## src/hdl/ucdw_pkg.sv

```systemverilog
// Package for the configuration descriptor walker.
// Holds the window size, derived widths, descriptor codes and the transaction types.
// No dependencies.
package ucdw_pkg;

    // bytes looked at per buffer, 8 to 256
    localparam int WINDOW = 64;

    // byte position saturates at WINDOW, so it must hold WINDOW itself
    localparam int POS_W = $clog2(WINDOW + 1);
    // a descriptor end is a position plus a length byte
    localparam int NDS_W = ((POS_W > 8) ? POS_W : 8) + 1;

    // offsets inside a descriptor
    localparam logic [NDS_W-1:0] OFS_KIND     = NDS_W'(1);
    localparam logic [NDS_W-1:0] OFS_ADDR     = NDS_W'(2);
    localparam logic [NDS_W-1:0] OFS_ATTR     = NDS_W'(3);
    localparam logic [NDS_W-1:0] OFS_SIZE_LO  = NDS_W'(4);
    localparam logic [NDS_W-1:0] OFS_SIZE_HI  = NDS_W'(5);
    localparam logic [NDS_W-1:0] OFS_INTERVAL = NDS_W'(6);

    // fixed buffer positions of the header fields
    localparam logic [POS_W-1:0] POS_TOTAL_LO = POS_W'(2);
    localparam logic [POS_W-1:0] POS_TOTAL_HI = POS_W'(3);
    localparam logic [POS_W-1:0] POS_CONFIG   = POS_W'(5);

    localparam logic [7:0] KIND_ENDPOINT    = 8'd5;
    localparam logic [7:0] ENDPOINT_MIN_LEN = 8'd7;
    localparam logic [7:0] MIN_DESC_LEN     = 8'd2;
    localparam logic [7:0] DIR_IN_BIT       = 8'h80;
    localparam logic [1:0] XFER_INTERRUPT   = 2'h3;

    typedef struct packed {
        logic [7:0] data_byte;
        logic       last_byte;
    } item_t;

    typedef struct packed {
        logic        found;
        logic [7:0]  endpoint_address;
        logic [15:0] max_packet_size;
        logic [7:0]  poll_interval;
        logic [7:0]  cfg_value;
        logic [15:0] total_length;
    } result_t;

endpackage

```

## src/hdl/usb_config_descriptor_walker_core.sv

```systemverilog
// Top level of the configuration descriptor walker: input staging register,
// walker instance and result register. Depends on ucdw_pkg and ucdw_walker.
//
//  channel  dir  handshake          payload
//  s_       in   s_valid / s_ready  ucdw_pkg::item_t   (one descriptor byte)
//  m_       out  m_valid / m_ready  ucdw_pkg::result_t (one per buffer)
//
// One byte per cycle while nothing stalls: each byte is held in the staging register, where the
// walker state update runs, and a buffer's result is registered from its staged last byte.
// Synchronous active-low reset clears both stages and the walker state.
// A held result stalls only a staged last byte; other bytes keep flowing.
module usb_config_descriptor_walker_core (
    input  logic              aclk,
    input  logic              aresetn,
    input  logic              s_valid,
    output logic              s_ready,
    input  ucdw_pkg::item_t   s_data,
    output logic              m_valid,
    input  logic              m_ready,
    output ucdw_pkg::result_t m_data
);

    logic              in_valid_reg;
    ucdw_pkg::item_t   in_data_reg;
    logic              out_valid_reg;
    ucdw_pkg::result_t out_data_reg;
    ucdw_pkg::result_t walk_result;
    logic              advance;

    // a staged last byte needs room in the result register
    assign advance = in_valid_reg &&
                     (!in_data_reg.last_byte || !out_valid_reg || m_ready);
    assign s_ready = !in_valid_reg || advance;
    assign m_valid = out_valid_reg;
    assign m_data  = out_data_reg;

    ucdw_walker u_walker (
        .aclk    (aclk),
        .aresetn (aresetn),
        .step_en (advance),
        .item    (in_data_reg),
        .result  (walk_result)
    );

    always_ff @(posedge aclk) begin
        if (!aresetn) begin
            in_valid_reg <= 1'b0;
        end else if (s_ready) begin
            in_valid_reg <= s_valid;
        end
        if (s_ready && s_valid) begin
            in_data_reg <= s_data;
        end
    end

    always_ff @(posedge aclk) begin
        if (!aresetn) begin
            out_valid_reg <= 1'b0;
        end else if (advance && in_data_reg.last_byte) begin
            out_valid_reg <= 1'b1;
        end else if (m_ready) begin
            out_valid_reg <= 1'b0;
        end
        if (advance && in_data_reg.last_byte) begin
            out_data_reg <= walk_result;
        end
    end

    a_result_from_last: assert property (@(posedge aclk) disable iff (!aresetn)
        $rose(out_valid_reg) |-> $past(in_valid_reg && in_data_reg.last_byte))
        else $error("result appeared without a staged last byte");

    a_last_waits: assert property (@(posedge aclk) disable iff (!aresetn)
        (in_valid_reg && in_data_reg.last_byte && out_valid_reg && !m_ready)
        |=> (in_valid_reg && in_data_reg.last_byte && $stable(out_data_reg)))
        else $error("staged last byte overwrote a held result");

    a_found_is_in: assert property (@(posedge aclk) disable iff (!aresetn)
        (out_valid_reg && out_data_reg.found) |-> out_data_reg.endpoint_address[7])
        else $error("found endpoint is not an IN endpoint");

    a_none_zero: assert property (@(posedge aclk) disable iff (!aresetn)
        (out_valid_reg && !out_data_reg.found) |->
        (out_data_reg.endpoint_address == 8'd0 && out_data_reg.max_packet_size == 16'd0 &&
         out_data_reg.poll_interval == 8'd0))
        else $error("endpoint fields nonzero without a found endpoint");

endmodule

```

## src/hdl/ucdw_walker.sv

```systemverilog
// Walker state and per-byte update logic for the configuration descriptor walker.
// Depends on ucdw_pkg; driven by the staging and output registers in the top level.
module ucdw_walker (
    input  logic              aclk,
    input  logic              aresetn,
    input  logic              step_en,
    input  ucdw_pkg::item_t   item,
    output ucdw_pkg::result_t result
);

    localparam int POS_W = ucdw_pkg::POS_W;
    localparam int NDS_W = ucdw_pkg::NDS_W;

    logic [POS_W-1:0] pos_reg, pos_next;
    logic [NDS_W-1:0] nds_reg, nds_next;
    logic [7:0]       dlen_reg, dlen_next;
    logic [7:0]       kind_reg, kind_next;
    logic             stopped_reg, stopped_next;
    logic             found_reg;
    logic [7:0]       paddr_reg, paddr_next;
    logic [7:0]       pattr_reg, pattr_next;
    logic [15:0]      psize_reg, psize_next;
    logic [7:0]       caddr_reg;
    logic [15:0]      csize_reg;
    logic [7:0]       cint_reg;
    logic [7:0]       config_reg, config_next;
    logic [15:0]      total_reg, total_next;

    logic [NDS_W-1:0] p_ext, b_ext, start_w, offset, q, fin_start;
    logic             walk_judge, fin_go, judge;
    logic [7:0]       interval;

    always_comb begin
        pos_next     = pos_reg;
        nds_next     = nds_reg;
        dlen_next    = dlen_reg;
        kind_next    = kind_reg;
        stopped_next = stopped_reg;
        paddr_next   = paddr_reg;
        pattr_next   = pattr_reg;
        psize_next   = psize_reg;
        config_next  = config_reg;
        total_next   = total_reg;
        walk_judge   = 1'b0;
        p_ext        = NDS_W'(pos_reg);
        b_ext        = NDS_W'(item.data_byte);
        start_w      = nds_reg - NDS_W'(dlen_reg);
        offset       = p_ext - start_w;

        if (pos_reg < POS_W'(ucdw_pkg::WINDOW)) begin
            if (pos_reg == ucdw_pkg::POS_TOTAL_LO) begin
                total_next[7:0] = item.data_byte;
            end else if (pos_reg == ucdw_pkg::POS_TOTAL_HI) begin
                total_next[15:8] = item.data_byte;
            end else if (pos_reg == ucdw_pkg::POS_CONFIG) begin
                config_next = item.data_byte;
            end
            pos_next = pos_reg + POS_W'(1);

            if (!stopped_reg) begin
                if (p_ext == nds_reg) begin
                    // a new descriptor header, or the end of the walk
                    if ((p_ext + NDS_W'(1)) >= NDS_W'(ucdw_pkg::WINDOW) ||
                        item.data_byte < ucdw_pkg::MIN_DESC_LEN) begin
                        stopped_next = 1'b1;
                    end else begin
                        dlen_next  = item.data_byte;
                        kind_next  = 8'd0;
                        paddr_next = 8'd0;
                        pattr_next = 8'd0;
                        psize_next = 16'd0;
                        nds_next   = p_ext + b_ext;
                    end
                end else if (p_ext >= start_w && p_ext < nds_reg) begin
                    unique case (offset)
                        ucdw_pkg::OFS_KIND:     kind_next = item.data_byte;
                        ucdw_pkg::OFS_ADDR:     paddr_next = item.data_byte;
                        ucdw_pkg::OFS_ATTR:     pattr_next = item.data_byte;
                        ucdw_pkg::OFS_SIZE_LO:  psize_next = {8'd0, item.data_byte};
                        ucdw_pkg::OFS_SIZE_HI:  psize_next[15:8] = item.data_byte;
                        ucdw_pkg::OFS_INTERVAL: walk_judge = 1'b1;
                        default: ;
                    endcase
                end
            end
        end

        // last byte inside an unfinished endpoint: missing bytes read as zero
        q         = NDS_W'(pos_next) - NDS_W'(1);
        fin_start = nds_next - NDS_W'(dlen_next);
        fin_go    = item.last_byte && !stopped_next &&
                    dlen_next >= ucdw_pkg::MIN_DESC_LEN && nds_next > q &&
                    fin_start <= q && (q - fin_start) < ucdw_pkg::OFS_INTERVAL;

        judge = (walk_judge || fin_go) && !found_reg &&
                kind_next == ucdw_pkg::KIND_ENDPOINT &&
                dlen_next >= ucdw_pkg::ENDPOINT_MIN_LEN &&
                (paddr_next & ucdw_pkg::DIR_IN_BIT) != 8'd0 &&
                pattr_next[1:0] == ucdw_pkg::XFER_INTERRUPT;
        interval = walk_judge ? item.data_byte : 8'd0;

        result.found            = found_reg || judge;
        result.endpoint_address = judge ? paddr_next : caddr_reg;
        result.max_packet_size  = judge ? psize_next : csize_reg;
        result.poll_interval    = judge ? interval : cint_reg;
        result.cfg_value        = config_next;
        result.total_length     = total_next;
    end

    always_ff @(posedge aclk) begin
        if (!aresetn || (step_en && item.last_byte)) begin
            // every buffer starts from the reset state
            pos_reg     <= '0;
            nds_reg     <= '0;
            dlen_reg    <= '0;
            kind_reg    <= '0;
            stopped_reg <= 1'b0;
            found_reg   <= 1'b0;
            paddr_reg   <= '0;
            pattr_reg   <= '0;
            psize_reg   <= '0;
            caddr_reg   <= '0;
            csize_reg   <= '0;
            cint_reg    <= '0;
            config_reg  <= '0;
            total_reg   <= '0;
        end else if (step_en) begin
            pos_reg     <= pos_next;
            nds_reg     <= nds_next;
            dlen_reg    <= dlen_next;
            kind_reg    <= kind_next;
            stopped_reg <= stopped_next;
            found_reg   <= result.found;
            paddr_reg   <= paddr_next;
            pattr_reg   <= pattr_next;
            psize_reg   <= psize_next;
            caddr_reg   <= result.endpoint_address;
            csize_reg   <= result.max_packet_size;
            cint_reg    <= result.poll_interval;
            config_reg  <= config_next;
            total_reg   <= total_next;
        end
    end

endmodule
```

## config.mk

```make
export PLATFORM = sky130hd
export DESIGN_NAME = usb_config_descriptor_walker_core
export DESIGN_NICKNAME = d
export VERILOG_FILES = /design/src/hdl/ucdw_pkg.sv /design/src/hdl/usb_config_descriptor_walker_core.sv /design/src/hdl/ucdw_walker.sv
export SDC_FILE = /design/constraint.sdc
export NUM_CORES = 1
export LEC_CHECK = 0
export ABC_AREA = 1
export BUFFER_PORTS_ARGS = -buffer_cell sky130_fd_sc_hd__buf_4
export CORE_MARGIN = 2
export CORE_UTILIZATION = 45
export DETAILED_ROUTE_END_ITERATION = 8
export GPL_TIMING_DRIVEN = 0
export MAX_ROUTING_LAYER = met4
export PLACE_DENSITY = 0.68
export SLEW_MARGIN = 20
export SYNTH_ARGS = -nofsm -noshare
export SYNTH_HDL_FRONTEND = slang
export SYNTH_HIERARCHICAL = 1
export SYNTH_SLANG_ARGS = --single-unit
export TNS_END_PERCENT = 100
```

## constraint.sdc

```tcl
create_clock -name aclk -period 13.4 [get_ports aclk]
set_input_delay 1.34 -clock aclk [delete_from_list [all_inputs] [get_ports aclk]]
set_output_delay 1.34 -clock aclk [all_outputs]
set_load 0.01 [all_outputs]
```

* Word-level counts from Yosys, hierarchy flattened *
Index checks and enable logic that the tools add are counted.

storage, ports and cells
  bits in registers = 184
  input port bits = 13
  word-level logic and storage cells = 139

operators by class
  add/subtract/negate cells = 8
  order comparisons = 10
  equal/unequal tests = 12
  multiplexer cells = 57
  reductions and logical operators = 28

operator list
  cell                                                                                 count
  8-bit two-way mux                                                                    27
  16-bit two-way mux                                                                   7
  9-bit two-way mux                                                                    4
  9-bit by 3-bit equality test with 1-bit output, second input constant                3
  9-bit by 2-bit equality test with 1-bit output, second input constant                2
  9-bit by 8-bit subtractor with 9-bit output                                          2
  8-bit case mux with 2 select lines                                                   1
  7-bit by 2-bit equality test with 1-bit output, second input constant                2
  1-bit logical AND                                                                    14
  2-bit two-way mux                                                                    6
  1-bit two-way mux                                                                    11
  7-bit by 8-bit adder with 9-bit output                                               1
  7-bit by 9-bit equality test with 1-bit output                                       1
  9-bit by 1-bit equality test with 1-bit output, second input constant                1
  7-bit by 9-bit greater-or-equal comparator with 1-bit output                         1
  9-bit by 7-bit greater-or-equal comparator with 1-bit output, second input constant  1
  9-bit > comparator                                                                   1
  9-bit <= comparator                                                                  1
  7-bit by 9-bit < comparator with 1-bit output                                        1
  9-bit by 3-bit < comparator with 1-bit output, second input constant                 1
  7-bit by 9-bit subtractor with 9-bit output                                          1
  9-bit subtractor                                                                     1
  7-bit by 1-bit adder with 8-bit output, second input constant                        1
  8-bit by 3-bit equality test with 1-bit output, second input constant                1
  other kinds (12)                                                                     23

* Longest topological paths before layout *
  word-level depth = 20
  mapped depth = 45
  gate-level depth less buffers = 43

* Cells and area by module *
The synthesis kept the hierarchy.

modules (own cells, without submodules)
  module                             times used  cells an instance  area each (µm²)  seq. area each (µm²)
  ucdw_walker                        1           1439               8808.4           2322.2
  usb_config_descriptor_walker_core  1           84                 2100.8           2021.9

* Least setup slack after synthesis *
Ideal clock, no wire load.

  path kind = register -> register
  start point = register u_walker.pos_reg[2]
  end point = register out_data_reg, in the netlist m_data[44], data pin
  data arrival time = 4.937 ns
  required time = 13.144 ns
  setup slack = 8.207 ns
  cell stages (with the launch flop) = 44
  buffers on the path = 2
  clock period less this slack = 5.193 ns
  cells stage by stage = dfxtp_1 -> nand2_1 -> nor2_1 -> nand2_1 -> ha_1 -> inv_1 -> nand2_1 -> nor2_2 -> nand2_2 -> buf_4 -> inv_1 -> nand2_1 -> o21ai_0 -> inv_1 -> ha_1 -> a21oi_1 -> o21ai_0 -> a21oi_1 -> [8 not listed] -> o21ai_0 -> nor2_1 -> nand3b_1 -> nand2_1 -> nand2_1 -> inv_1 -> nand3_1 -> nor2_1 -> nand3_1 -> nor2_1 -> nor2_1 -> nor2_1 -> nand2_1 -> nor2_4 -> nand2_2 -> clkinv_2 -> buf_2 -> o21ai_1

RTL lines
  item                    RTL line                                 RTL
  from (decl)             ucdw_walker.sv:14                        logic [POS_W-1:0] pos_reg, pos_next;
  from (signal assigned)  ucdw_walker.sv:128                       pos_reg <= pos_next;
  to (signal assigned)    usb_config_descriptor_walker_core.sv:65  out_data_reg <= walk_result;
  to (decl)               usb_config_descriptor_walker_core.sv:26  ucdw_pkg::result_t out_data_reg;

==> impl_results.md <==
* Worst setup EP type: flop
* Gates resized, CTS repair at 0
* Max Cap Viol at 0
* Synthesis-stage register bit count at 184
* # hold bufs at CTS at 0
* Worst Reg-to-Reg Cells at 44
* Clk slew on worst S/H paths at 70 ps
* Sequential cell area fraction in the yosys report at 0.3982
* Gr ovfl total at 0
* Critical Path Sink: m_data[54]$_DFFE_PP_
* HPWL Detailed at 22040 um
* Power Total at 1658 uW
* Hold WC Path Type: flop to flop
* Placer Congestion at 0.9696
* Setup Crit Path Kind: flop to flop
* Slew Limit Fails at 0
* Post-layout min period at 6758 ps
* Iter 0 DRT Violations at 863
* Leakage at 0.006077 uW
* Drt wl/cell at 15.29 um
* Worst-margin pin slew at 976.3 ps
* Maximum VDD drop at 0.1120 mV
* Critical path startpoint: u_walker/pos_reg[3]$_SDFFE_PP0P_
* Num CTS Buffers at 17
* Residual DRC at 0
* Setup TNS at 0 ps
* Number of synthesized flops with an enable pin at 66
* Clock latency on the worst-skew pair at 440 ps
* Post-CTS Setup Bufs at 0
* Commonest non-fill, non-tap cells in the layout: nand2_1, inv_1, o21ai_0
* Initial antenna violation count at 0
* Status: finished clean
* Final Net Count at 1692
* Area grow syn2layout at 14.33%
* Initial Util at 0.4620
* Slowest stage cell on the critical path: dfxtp_1
* Die area at 25500 um^2
* Slowest cell delay on critical path at 610 ps
* Ys flop type: dfxtp_1
* ANT cells at 0
* Detailed-router iteration count before antenna repair at 5
* Worst reg2reg path endpoint: m_data[54]$_DFFE_PP_
* Normalized max-slew margin at 0.3437
* Fmax at 0.1480 GHz
* Nature of the critical path startpoint: flop
* First-pass GRT wire length at 48230 um
* Fraction of layout cells with a size suffix above 1 at 0.09773
* Syn Nets at 1601
* CTS Sinks at 184
* Post-Synthesis Mean Instance Area at 7.163 um^2
* Clk_skew at 12.61 ps
* Num ports at 72
* Synth Warn # at 6
* Number of fill cells in the layout at 2346
* Reg-to-reg slack, setup at 6640 ps
* Die Ht at 159.7 um
* Number of global-route vias before repair at 9508
* Largest net degree at the start of global routing at 39
* Post-Synthesis Cells at 1523
* Final Hold Vio Count at 0
* Commonest non-fill, non-tap cell in the layout: nand2_1
* Cell Area, Synth at 10910 um^2
* Worst path most repeated cell: nand2_1
* Rows at 56
* H-Tree Depth at 4
* Vias per cell at 5.229
* Die width at 159.7 um
* Crit path DAT at 6940 ps
* Clock tree root buffer cell: clkbuf_16
* Clock buffer depth at 2
* R2r startpoint: u_walker/pos_reg[3]$_SDFFE_PP0P_
* CTS tree: yes
* Total core area at 23610 um^2
* Max FFs per register at 57
* Number of buffers added on ports at 71
* RSZ-0062 raised after global routing: no
* Via count at 10180
* GRT Total Usage at 0.2441
* Pwr/cell area at 132.9 nW/um^2
* Worst-path fanout max at 10
* Endpoints failing setup at 0
* Netlist cell types at 42
* Critical path data required time at 13580 ps
* Tcrit/Tclk final at 0.5043
* Final ANT Viol Nets at 0
* Post-Route WL at 29760 um
* Post-synth ARST share at 0
## cells in the mapped netlist (12+ instances only)
cell type	n	area, um^2
nor2_1	159	596.8
buf_2	12	60.06
edfxtp_1	66	1982
dfxtp_1	118	2362
ha_1	60	750.7
a21oi_1	99	495.5
clkbuf_1	34	127.6
nand3_1	81	405.4
nand2_1	305	1145
o21ai_0	162	810.8
or2_2	15	93.84
xor2_1	20	175.2
o21ai_1	25	125.1
inv_1	260	975.9
nand4_1	23	143.9
## critical path, delay by kind of cell (launching register included)
family | cells | cell delay [ps]
compound gates | 6 | 810
flops | 1 | 610
fa+ha+maj | 3 | 940
simple gates | 27 | 2850
xor+xnor | 1 | 140
buf+inv | 7 | 1090
## layout make-up
cell class / instances / area [um^2] / area share
multi-input cells: 1014 / 5295 / 0.4246
flip-flops and latches: 184 / 4344 / 0.3483
inverters: 266 / 999.7 / 0.08016
repair buffers: 72 / 553.0 / 0.04434
clock buffers: 20 / 456.7 / 0.03662
well taps: 319 / 399.1 / 0.03200
plain buffers: 59 / 270.3 / 0.02167
clock inverters: 12 / 153.9 / 0.01234
## per-layer routing
layer,track usage,vias up,wire length (um)
li1,-,5079,-
met1,0.3117,4706,13350
met2,0.3853,333,13600
met3,0.04260,57,1887
met4,0.09752,0,924
met5,-,-,0
## power by group
group | total (uW) | internal (uW) | switching (uW)
clock network | 521 | 292 | 229
registers | 615 | 598 | 16.2
logic | 522 | 185 | 336
## metrics by stage
step / setup slack, ps / std cells / hold WS (ps) / util / cell area, um^2
after CTS: 6735 / 1946 / 448.9 / 0.5282 / 12470
after floorplan: 8207 / 1523 / 421.6 / - / 10910
after global routing: 6090 / 1946 / 474.1 / 0.5282 / 12470
after global placement: 6858 / 1913 / 430.8 / 0.5015 / 11840
final: 6642 / 1946 / 447.2 / 0.5282 / 12470
after detailed placement: 6773 / 1914 / 439.2 / 0.5023 / 11860
## worst min-delay path by stage
stage                     cells after the start                                from                                 end
after floorplan                               2  u_walker/csize_reg[0]$_SDFFE_PP0P_  u_walker/csize_reg[0]$_SDFFE_PP0P_
after CTS                                     2  u_walker/csize_reg[3]$_SDFFE_PP0P_  u_walker/csize_reg[3]$_SDFFE_PP0P_
after global placement                        2  u_walker/csize_reg[0]$_SDFFE_PP0P_  u_walker/csize_reg[0]$_SDFFE_PP0P_
after global routing                          2  u_walker/caddr_reg[7]$_SDFFE_PP0P_  u_walker/caddr_reg[7]$_SDFFE_PP0P_
final                                         2  u_walker/csize_reg[3]$_SDFFE_PP0P_  u_walker/csize_reg[3]$_SDFFE_PP0P_
after detailed placement                      2  u_walker/csize_reg[3]$_SDFFE_PP0P_  u_walker/csize_reg[3]$_SDFFE_PP0P_
## cells by family after synthesis
family                     count (synthesis)  synth area share
DFF                                      184            0.3982
and+or+nand+nor                          613            0.2389
adders and majority gates                 65           0.07799
xor gates and xnor gates                  27           0.02168
AOI/OAI and AO/OA                        309            0.1468
buffers and inverters                    325            0.1164
Power figures use the tool's default switching activity.
